===== config.mk =====
export PLATFORM = sky130hd
export DESIGN_NAME = magnet_pulse_speed_position_estimator
export DESIGN_NICKNAME = d
export VERILOG_FILES = /design/src/rtl/msp_pkg.sv /design/src/rtl/msp_track.sv /design/src/rtl/msp_divider.sv /design/src/rtl/magnet_pulse_speed_position_estimator.sv
export SDC_FILE = /design/constraint.sdc
export NUM_CORES = 1
export LEC_CHECK = 0
export CAP_MARGIN = 10
export CORE_MARGIN = 3
export CORE_UTILIZATION = 47
export CTS_CLUSTER_SIZE = 8
export DETAILED_ROUTE_END_ITERATION = 8
export DONT_BUFFER_PORTS = 1
export HOLD_SLACK_MARGIN = 0.02
export PLACE_DENSITY = 0.59
export RECOVER_POWER = 100
export SLEW_MARGIN = 5
export SYNTH_ARGS = -nofsm -noshare
export SYNTH_HDL_FRONTEND = slang
export SYNTH_SLANG_ARGS = --single-unit
export TNS_END_PERCENT = 50

===== constraint.sdc =====
create_clock -name clk -period 7.9 [get_ports clk]
set_input_delay 0.395 -clock clk [delete_from_list [all_inputs] [get_ports clk]]
set_output_delay 0.395 -clock clk [all_outputs]
set_load 0.02 [all_outputs]

===== src/rtl/msp_pkg.sv =====
// ---------------------------------------------------------------------------
// msp_pkg: shared definitions for the magnet pulse speed/position estimator
// Field widths, fixed-point constants, item kinds and sequencer states.
// ---------------------------------------------------------------------------
package msp_pkg;

  // Default widths of the timer and of the encoder count.
  localparam int TIMER_WIDTH_DEF = 32;
  localparam int COUNT_WIDTH_DEF = 16;

  // Fixed field widths.
  localparam int MAG_W = 6;
  localparam int RPM_W = 34;
  localparam int POS_W = 18;
  localparam int FRAC_W = 17;
  localparam int OUT_FIELDS_W = RPM_W + POS_W + MAG_W + 1;
  localparam int OUT_W = ((OUT_FIELDS_W + 7) / 8) * 8;

  // Shared divider geometry.
  localparam int DIV_DVD_W = 34;
  localparam int DIV_CNT_W = 6;
  localparam int POS_NUM_W = 23;
  localparam logic [DIV_CNT_W-1:0] RPM_STEPS = DIV_CNT_W'(DIV_DVD_W);
  localparam logic [DIV_CNT_W-1:0] FRAC_STEPS = DIV_CNT_W'(16);
  localparam logic [DIV_CNT_W-1:0] POS_STEPS = DIV_CNT_W'(POS_NUM_W);

  // Fixed-point constants.
  localparam logic [RPM_W-1:0] RPM_NUM_Q8 = 34'd15360000000;
  localparam logic [63:0] PERIOD_RESET = 64'd10000000;
  localparam logic [MAG_W-1:0] MAGNETS_RESET = 6'd6;
  localparam logic [FRAC_W-1:0] FRAC_ONE = 17'd65536;

  // Item kinds carried on tuser.
  localparam logic [1:0] KIND_TICK = 2'd0;
  localparam logic [1:0] KIND_EVENT = 2'd1;
  localparam logic [1:0] KIND_QUERY = 2'd2;

  typedef enum logic [3:0] {
    S_IDLE,
    S_MUL,
    S_RPM_GO,
    S_RPM_WAIT,
    S_FRAC_GO,
    S_FRAC_WAIT,
    S_POS_GO,
    S_POS_WAIT,
    S_OUT
  } state_t;

endpackage


===== src/rtl/msp_track.sv =====
// ---------------------------------------------------------------------------
// msp_track: rotor tracking state
// Saturating microsecond timer, latched magnet period, magnet index and
// rotation direction.
// ---------------------------------------------------------------------------
module msp_track
  import msp_pkg::*;
#(
  parameter int TIMER_WIDTH = TIMER_WIDTH_DEF,
  parameter int COUNT_WIDTH = COUNT_WIDTH_DEF
) (
  input  logic                          clk,
  input  logic                          rst,
  input  logic                          tick,
  input  logic                          enc_evt,
  input  logic signed [COUNT_WIDTH-1:0] count,
  input  logic [MAG_W-1:0]              n_eff,
  output logic [TIMER_WIDTH-1:0]        period,
  output logic [TIMER_WIDTH-1:0]        since,
  output logic [MAG_W-1:0]              index,
  output logic                          reverse
);

  localparam logic [TIMER_WIDTH-1:0] PERIOD_INIT = PERIOD_RESET[TIMER_WIDTH-1:0];

  logic signed [COUNT_WIDTH-1:0] last_count;
  logic [MAG_W:0]                index_inc;

  assign index_inc = {1'b0, index} + {{MAG_W{1'b0}}, 1'b1};

  always_ff @(posedge clk) begin
    if (rst) begin
      period     <= PERIOD_INIT;
      since      <= '0;
      last_count <= '0;
      index      <= '0;
      reverse    <= 1'b0;
    end else if (enc_evt) begin
      // Greater count steps forward, anything else steps backward.
      if (count > last_count) begin
        reverse <= 1'b0;
        index   <= (index_inc >= {1'b0, n_eff}) ? '0 : index_inc[MAG_W-1:0];
      end else begin
        reverse <= 1'b1;
        index   <= (index == '0) ? n_eff - 1'b1 : index - 1'b1;
      end
      last_count <= count;
      period     <= since;
      since      <= '0;
    end else if (tick && (since != '1)) begin
      since <= since + 1'b1;
    end
  end

endmodule


===== src/rtl/msp_divider.sv =====
// ---------------------------------------------------------------------------
// msp_divider: shared restoring divider
// One quotient bit per cycle, dividend shifted in MSB first, remainder can
// be preloaded to resume a division part way through.
// ---------------------------------------------------------------------------
module msp_divider
  import msp_pkg::*;
#(
  parameter int REM_W = TIMER_WIDTH_DEF + MAG_W
) (
  input  logic                 clk,
  input  logic                 rst,
  input  logic                 start,
  input  logic [DIV_DVD_W-1:0] dividend,
  input  logic [REM_W-1:0]     preload,
  input  logic [REM_W-1:0]     divisor,
  input  logic [DIV_CNT_W-1:0] steps,
  output logic                 done,
  output logic [DIV_DVD_W-1:0] quotient,
  output logic [REM_W-1:0]     remainder
);

  logic                 busy;
  logic [DIV_CNT_W-1:0] cnt;
  logic [DIV_DVD_W-1:0] dvd;
  logic [REM_W-1:0]     dsr;
  logic [REM_W:0]       trial;
  logic                 fits;

  assign trial = {remainder, dvd[DIV_DVD_W-1]};
  assign fits  = trial >= {1'b0, dsr};

  always_ff @(posedge clk) begin
    if (rst) begin
      busy <= 1'b0;
      done <= 1'b0;
    end else begin
      done <= 1'b0;
      if (start) begin
        busy <= 1'b1;
      end else if (busy && (cnt == DIV_CNT_W'(1))) begin
        busy <= 1'b0;
        done <= 1'b1;
      end
    end
  end

  always_ff @(posedge clk) begin
    if (start) begin
      remainder <= preload;
      dvd       <= dividend;
      dsr       <= divisor;
      quotient  <= '0;
      cnt       <= steps;
    end else if (busy) begin
      remainder <= fits ? trial[REM_W-1:0] - dsr : trial[REM_W-1:0];
      dvd       <= {dvd[DIV_DVD_W-2:0], 1'b0};
      quotient  <= {quotient[DIV_DVD_W-2:0], fits};
      cnt       <= cnt - 1'b1;
    end
  end

endmodule


===== src/rtl/magnet_pulse_speed_position_estimator.sv =====
// ---------------------------------------------------------------------------
// magnet_pulse_speed_position_estimator: period-based tachometer
// Flow: ticks and encoder events are taken back to back while idle; a query runs
//   a multiply, then the shared divider for rpm (34 steps), the fraction (16 steps,
//   skipped when the timer has passed the period) and the position (23 steps).
// Input is held while a query runs; a new item is taken only once its result is loaded.
// Reset: synchronous, active high; period 10000000, timer, index, direction
//   cleared, magnet count 6, output empty.
// ---------------------------------------------------------------------------
module magnet_pulse_speed_position_estimator
  import msp_pkg::*;
#(
  parameter int TIMER_WIDTH = TIMER_WIDTH_DEF,
  parameter int COUNT_WIDTH = COUNT_WIDTH_DEF
) (
  input  logic                                 clk,
  input  logic                                 rst,
  // Configuration: magnet count
  input  logic                                 cfg_wr_en,
  input  logic [MAG_W-1:0]                     cfg_wr_data,
  // Input stream
  input  logic                                 s_axis_tvalid,
  output logic                                 s_axis_tready,
  // tdata: encoder_count
  input  logic [((COUNT_WIDTH+7)/8)*8-1:0]     s_axis_tdata,
  // tuser: kind
  input  logic [1:0]                           s_axis_tuser,
  // Result stream
  output logic                                 m_axis_tvalid,
  input  logic                                 m_axis_tready,
  // tdata: rpm_q8, position_q16, magnet_index_out, reverse, zero pad
  output logic [OUT_W-1:0]                     m_axis_tdata
);

  localparam int PROD_W = TIMER_WIDTH + MAG_W;
  localparam logic signed [24:0] POS_HI = 25'sd65536;
  localparam logic signed [24:0] POS_LO = -25'sd65536;

  // Configuration register.
  logic [MAG_W-1:0] magnet_count;
  logic [MAG_W-1:0] n_eff;

  always_ff @(posedge clk) begin
    if (rst) begin
      magnet_count <= MAGNETS_RESET;
    end else if (cfg_wr_en) begin
      magnet_count <= cfg_wr_data;
    end
  end

  // Zero magnets behaves as one.
  assign n_eff = (magnet_count == '0) ? MAG_W'(1) : magnet_count;

  // Input transaction decode.
  state_t state, state_next;
  logic   in_fire;
  logic   tick;
  logic   enc_evt;
  logic   query;

  assign s_axis_tready = (state == S_IDLE);
  assign in_fire = s_axis_tvalid && s_axis_tready;
  assign tick    = in_fire && (s_axis_tuser == KIND_TICK);
  assign enc_evt = in_fire && (s_axis_tuser == KIND_EVENT);
  assign query   = in_fire && (s_axis_tuser == KIND_QUERY);

  // Rotor tracking.
  logic [TIMER_WIDTH-1:0] period;
  logic [TIMER_WIDTH-1:0] since;
  logic [MAG_W-1:0]       index;
  logic                   reverse;

  msp_track #(
    .TIMER_WIDTH(TIMER_WIDTH),
    .COUNT_WIDTH(COUNT_WIDTH)
  ) u_track (
    .clk     (clk),
    .rst     (rst),
    .tick    (tick),
    .enc_evt (enc_evt),
    .count   ($signed(s_axis_tdata[COUNT_WIDTH-1:0])),
    .n_eff   (n_eff),
    .period  (period),
    .since   (since),
    .index   (index),
    .reverse (reverse)
  );

  // Zero period behaves as one; tracking state holds while a query runs.
  logic [TIMER_WIDTH-1:0] p_eff;
  logic                   since_ge;

  assign p_eff    = (period == '0) ? TIMER_WIDTH'(1) : period;
  assign since_ge = since >= p_eff;

  // Shared divider.
  logic                 div_start;
  logic [DIV_DVD_W-1:0] div_dividend;
  logic [PROD_W-1:0]    div_preload;
  logic [PROD_W-1:0]    div_divisor;
  logic [DIV_CNT_W-1:0] div_steps;
  logic                 div_done;
  logic [DIV_DVD_W-1:0] div_quotient;
  logic [PROD_W-1:0]    div_remainder;

  msp_divider #(
    .REM_W(PROD_W)
  ) u_div (
    .clk       (clk),
    .rst       (rst),
    .start     (div_start),
    .dividend  (div_dividend),
    .preload   (div_preload),
    .divisor   (div_divisor),
    .steps     (div_steps),
    .done      (div_done),
    .quotient  (div_quotient),
    .remainder (div_remainder)
  );

  // Working registers of a query.
  logic [PROD_W-1:0]    prod;
  logic [RPM_W-1:0]     rpm;
  logic [FRAC_W-1:0]    frac;
  logic                 pos_neg;
  logic [POS_W-1:0]     pos;

  // Position numerator: index*65536 plus or minus the fraction.
  logic signed [23:0]        pos_num;
  logic signed [23:0]        frac_s;
  logic [POS_NUM_W-1:0]      pos_mag;
  logic signed [24:0]        pos_q;
  logic signed [24:0]        pos_full;
  logic [POS_W-1:0]          pos_sat;

  assign frac_s  = $signed({7'b0, frac});
  assign pos_num = $signed({2'b0, index, 16'b0}) + (reverse ? -frac_s : frac_s);
  assign pos_mag = pos_num[23] ? POS_NUM_W'(-pos_num) : pos_num[POS_NUM_W-1:0];

  // Floor division of a negative numerator rounds the magnitude up.
  assign pos_q    = $signed({2'b0, div_quotient[POS_NUM_W-1:0]});
  assign pos_full = pos_neg ? -pos_q - $signed({24'b0, div_remainder != '0}) : pos_q;

  always_comb begin
    if (pos_full > POS_HI) begin
      pos_sat = POS_HI[POS_W-1:0];
    end else if (pos_full < POS_LO) begin
      pos_sat = POS_LO[POS_W-1:0];
    end else begin
      pos_sat = pos_full[POS_W-1:0];
    end
  end

  // Divider operand selection per phase.
  always_comb begin
    div_start    = 1'b0;
    div_dividend = '0;
    div_preload  = '0;
    div_divisor  = PROD_W'(1);
    div_steps    = RPM_STEPS;
    case (state)
      S_RPM_GO: begin
        div_start    = 1'b1;
        div_dividend = RPM_NUM_Q8;
        div_divisor  = prod;
        div_steps    = RPM_STEPS;
      end
      S_FRAC_GO: begin
        // Resume since*65536/period after the integer part, known to be zero.
        div_start    = 1'b1;
        div_preload  = PROD_W'(since);
        div_divisor  = PROD_W'(p_eff);
        div_steps    = FRAC_STEPS;
      end
      S_POS_GO: begin
        div_start    = 1'b1;
        div_dividend = {pos_mag, {(DIV_DVD_W - POS_NUM_W){1'b0}}};
        div_divisor  = PROD_W'(n_eff);
        div_steps    = POS_STEPS;
      end
      default: begin
      end
    endcase
  end

  // Output register.
  logic out_free;

  assign out_free = !m_axis_tvalid || m_axis_tready;

  // Sequencer.
  always_ff @(posedge clk) begin
    if (rst) begin
      state <= S_IDLE;
    end else begin
      state <= state_next;
    end
  end

  always_comb begin
    state_next = state;
    case (state)
      S_IDLE: begin
        if (query) begin
          state_next = S_MUL;
        end
      end
      S_MUL:       state_next = S_RPM_GO;
      S_RPM_GO:    state_next = S_RPM_WAIT;
      S_RPM_WAIT: begin
        if (div_done) begin
          state_next = since_ge ? S_POS_GO : S_FRAC_GO;
        end
      end
      S_FRAC_GO:   state_next = S_FRAC_WAIT;
      S_FRAC_WAIT: begin
        if (div_done) begin
          state_next = S_POS_GO;
        end
      end
      S_POS_GO:    state_next = S_POS_WAIT;
      S_POS_WAIT: begin
        if (div_done) begin
          state_next = S_OUT;
        end
      end
      S_OUT: begin
        // Hold until the result slot is free.
        if (out_free) begin
          state_next = S_IDLE;
        end
      end
      default:     state_next = S_IDLE;
    endcase
  end

  // Query datapath registers.
  always_ff @(posedge clk) begin
    if (state == S_MUL) begin
      prod <= PROD_W'(n_eff * p_eff);
    end
    if ((state == S_RPM_WAIT) && div_done) begin
      rpm <= div_quotient[RPM_W-1:0];
      if (since_ge) begin
        frac <= FRAC_ONE;
      end
    end
    if ((state == S_FRAC_WAIT) && div_done) begin
      frac <= div_quotient[FRAC_W-1:0];
    end
    if (state == S_POS_GO) begin
      pos_neg <= pos_num[23];
    end
    if ((state == S_POS_WAIT) && div_done) begin
      pos <= pos_sat;
    end
  end

  // Result transaction: load wins over drain in the same cycle.
  always_ff @(posedge clk) begin
    if (rst) begin
      m_axis_tvalid <= 1'b0;
    end else if ((state == S_OUT) && out_free) begin
      m_axis_tvalid <= 1'b1;
    end else if (m_axis_tready) begin
      m_axis_tvalid <= 1'b0;
    end
  end

  always_ff @(posedge clk) begin
    if ((state == S_OUT) && out_free) begin
      m_axis_tdata <= {{(OUT_W - OUT_FIELDS_W){1'b0}}, reverse, index, pos, rpm};
    end
  end

endmodule


==> summary.txt <==
Synth
  • Syn Inst Count: 2,905
  • Synth cell types: between 80 and 90
  • Most common cell in the synthesized netlist: nor2_1
  • EDFF count, synth: 272
  • Syn Area/Cell: ~9.4 um2
  • Mapped cell area: 27,300 um2
  • Dominant synthesized flop cell: edfxtp_1
  • Synth cell count leaders: nor2_1 (376), inv_1 (316), edfxtp_1 (272)
  • Synth Warn #: 0
  • Synth top area cells: edfxtp_1 (30%), dfxtp_1 (9.8%), fa_1 (9.0%)
  • Yosys top cell area share: 29.9%
  • Share of the yosys chip area belonging to registers: 39.8%
  • FFs w/ async S/R, synth: 0%
  • Register bit total from synthesis: 406
  • Post-synth top area cell: edfxtp_1

Placement
  • Post-DP HPWL: 52.4 mm
  • Placed cells: 3,580
  • PortBufs: 0
  • Routability Congestion: 0.868
  • Placed Area: 28,000 um2

Route
  • First DRT Iteration DRCs: about 1.7k
  • Vias: 20.9k
  • Final ANT Viol Nets: 0
  • Drt total wl: 71.5 mm
  • Post-DR vias/cell: 5.63
  • Wirelength per Cell: 19.2 um
  • Pre-Repair DR Iteration Count: 5
  • Residual DRC: 0

Timing
  • Final Hold Fails: 0
  • Worst relative slew slack: -211%
  • Post-layout minimum cycle time: roughly 6.5 ns
  • RSZ-0062 raised after global routing: no
  • Slew @ Worst Pin: ~4.7 ns
  • WHS: 0.0934 ns
  • Final Cycle Share: 82.5%
  • Setup TNS: 0 ns
  • Fmax: 153 MHz
  • Clock Skew: between 0.04 and 0.05 ns
  • Setup violations, final: 0
  • Pins Over Slew Limit: between 500 and 600

Pwr
  • Power Density: 190 nW/um2
  • LEAKAGE: between 10 and 15 nW
  • Worst VDD drop: 0.000188 V

Layout
  • Register area: 10,900 um2
  • Share of post-route cells with drive strength above 1: under 10%
  • Design area: around 30,000 um2
  • # fillers: 5,211
  • Area of the multi-input gates: 14,700 um2
  • # nets final: 3,240
  • Layout Cells excl Fill: 3,717
  • Area Growth Syn to Fin: 9.68%

Floorplan
  • Die Y: 247 um
  • Rows: 87
  • Boundary Pins: 95
  • Die Width: 247 um
  • Placeable Area: 56,900 um2
  • Effective utilization at floorplan: 47.9%
  • Die area: 61,000 um2

Clocking
  • Clock tree buffer depth: 3
  • # Post-CTS Setup Buffers: 0
  • H-tree levels: 2
  • CTS tree: yes
  • Cts bufs inserted: 57
  • CTS sink cnt: 406
  • Root Driver: clkbuf_16
  • Worst skew pair latency: approximately 0.62 ns
  • Clk pin slew, worst setup/hold paths: 0.06 ns

Critical path
  • CP cell instances: nor3_1 -> a21oi_1 -> clkbuf_1 -> nor2_1 -> fa_1 -> fa_1 -> inv_1 -> fa_1 -> inv_1 -> ha_1 -> a21oi_1 -> a21boi_0 -> o211ai_1 -> o221a_2 -> a31o_2 -> a311o_1 -> a21o_1 -> a21oi_1 -> xnor2_1
  • CP endpoint kind: flop
  • Crit path to: prod[34]
  • CP max FO: 15
  • Critical-path top delay cell: a21oi_1
  • FF-to-FF path depth: 19
  • Crit path largest cell delay: 1.19 ns
  • Worst EP arrival: 6.87 ns
  • Flop-to-flop setup slack: 1.38 ns
  • Setup crit start: magnet_count[1]
  • WP data required: 8.26 ns
  • Startpoint Class: flop
  • CP Class: flop to flop
  • RR Endpoint: prod[34]
  • Reg-to-Reg Start: magnet_count[1]

Job
  • Max Cap Violations: 13

Min path
  • Class of the worst hold path: input port to flop

Status
  • Status: finished with violations
  • Failing checks: max-capacitance violations, max-slew violations

Global route
  • GR Util All Layers: 23.5%
  • Number of global-route vias before repair: 20.5k
  • Largest net degree at the start of global routing: 95
  • First-pass GRT wire length: 114 mm
  • Grt ovf: 0
  • Initial antenna violation count: 1
-- registers in the layout, summed over array words and instances, names as in the netlist --
signal	cells
m_axis_tdata	59
prod	38
u_div.dsr	38
u_div.remainder	38
rpm	34
u_div.quotient	34
u_track.period	32
u_track.since	32
u_div.dvd	23
pos	18
frac	17
u_track.last_count	16
magnet_count	6
u_div.cnt	6
u_track.index	6
state	4
m_axis_tvalid	1
pos_neg	1
u_div.busy	1
u_div.done	1
u_track.reverse	1
-- timing repair --
action / in CTS / in global routing
gates resized for setup: 0 / 0
hold buffers: 29 / 0
endpoints found under the setup margin: 0 / 0
hold endpoints to repair: 52 / 0
-- kinds of logic after synthesis --
family	count (synthesis)	share of synthesized area [%]
buffers and inverters	435	6.31
other	1	0.0137
adders and majority gates	300	17.1
xor gates and xnor gates	141	4.53
AOI/OAI and AO/OA	610	14.2
muxes	60	2.21
DFF	406	39.8
and+or+nand+nor	952	15.9
-- metrics by stage --
stage / utilization, % / worst slack (ns) / power [mW]
after CTS: 52.7 / 1.66 / 5.74
final: 52.6 / 1.38 / 5.68
after global placement: 49.2 / 1.68 / 3.35
after floorplan: - / 2.50 / 3.15
after global routing: 52.6 / 0.971 / 5.96
after detailed placement: 49.2 / 1.70 / 3.37
-- metal layers --
layer | vias to the layer above | routed length [um] | GRT usage, %
met1 | 10200 | 34100 | 34.9
met3 | 104 | 4100 | 3.10
met2 | 582 | 31800 | 36.6
met4 | 0 | 1520 | 5.54
li1 | 10100 | - | -
met5 | - | 0 | 0
-- where the power goes --
part	total, mW	leakage, nW	internal (mW)	switching, mW
Clock	2.33	0.814	1.41	0.922
Combinational	0.915	7.62	0.350	0.565
Sequential	2.44	3.57	2.36	0.0755
Total	5.68	12.0	4.12	1.56
-- how the worst min path moves through the flow --
stage                                from                     end  cells past startpoint
after floorplan                    rpm[0]         m_axis_tdata[0]                      0
after global placement             pos[5]        m_axis_tdata[39]                      0
after detailed placement          rpm[10]        m_axis_tdata[10]                      0
after CTS                 s_axis_tuser[0]        u_track.since[0]                      3
after global routing                  rst  u_track.last_count[13]                      2
final                     s_axis_tuser[0]        u_track.since[0]                      3
-- layout make-up --
cell class | count | share of cell area (%)
inverter | 325 | 4.08
antenna | 2 | 0.0167
clock inverter | 2 | 0.167
multi-input combinational | 2068 | 49.3
sequential | 406 | 36.3
tap | 756 | 3.16
timing repair buffer | 54 | 1.49
clock buffer | 104 | 5.56
-- worst max-delay path: cells and delay by family, from the launching register on --
family                     cells  cell delay, ns
adders and majority gates      4            1.84
DFF                            1            0.47
xor gates and xnor gates       1            0.09
buffers and inverters          3            0.43
AOI/OAI and AO/OA              9            3.25
and+or+nand+nor                2            0.19
-- placed cells by master, fill, tap and decap left out, types with 31 or more instances in the layout --
cell type,netlist,layout
nor2_1,376,372
inv_1,316,315
edfxtp_1,272,272
nand2_1,257,256
a21oi_1,190,190
ha_1,176,176
o21ai_0,143,143
dfxtp_1,134,133
fa_1,123,123
xnor2_1,82,82
xor2_1,59,59
nor3_1,58,58
mux2i_1,58,58
clkbuf_16,0,58
clkbuf_1,86,55
nand3_1,52,52
a21o_1,45,45
a22o_1,31,31
(Power assumes the default switching activity.)
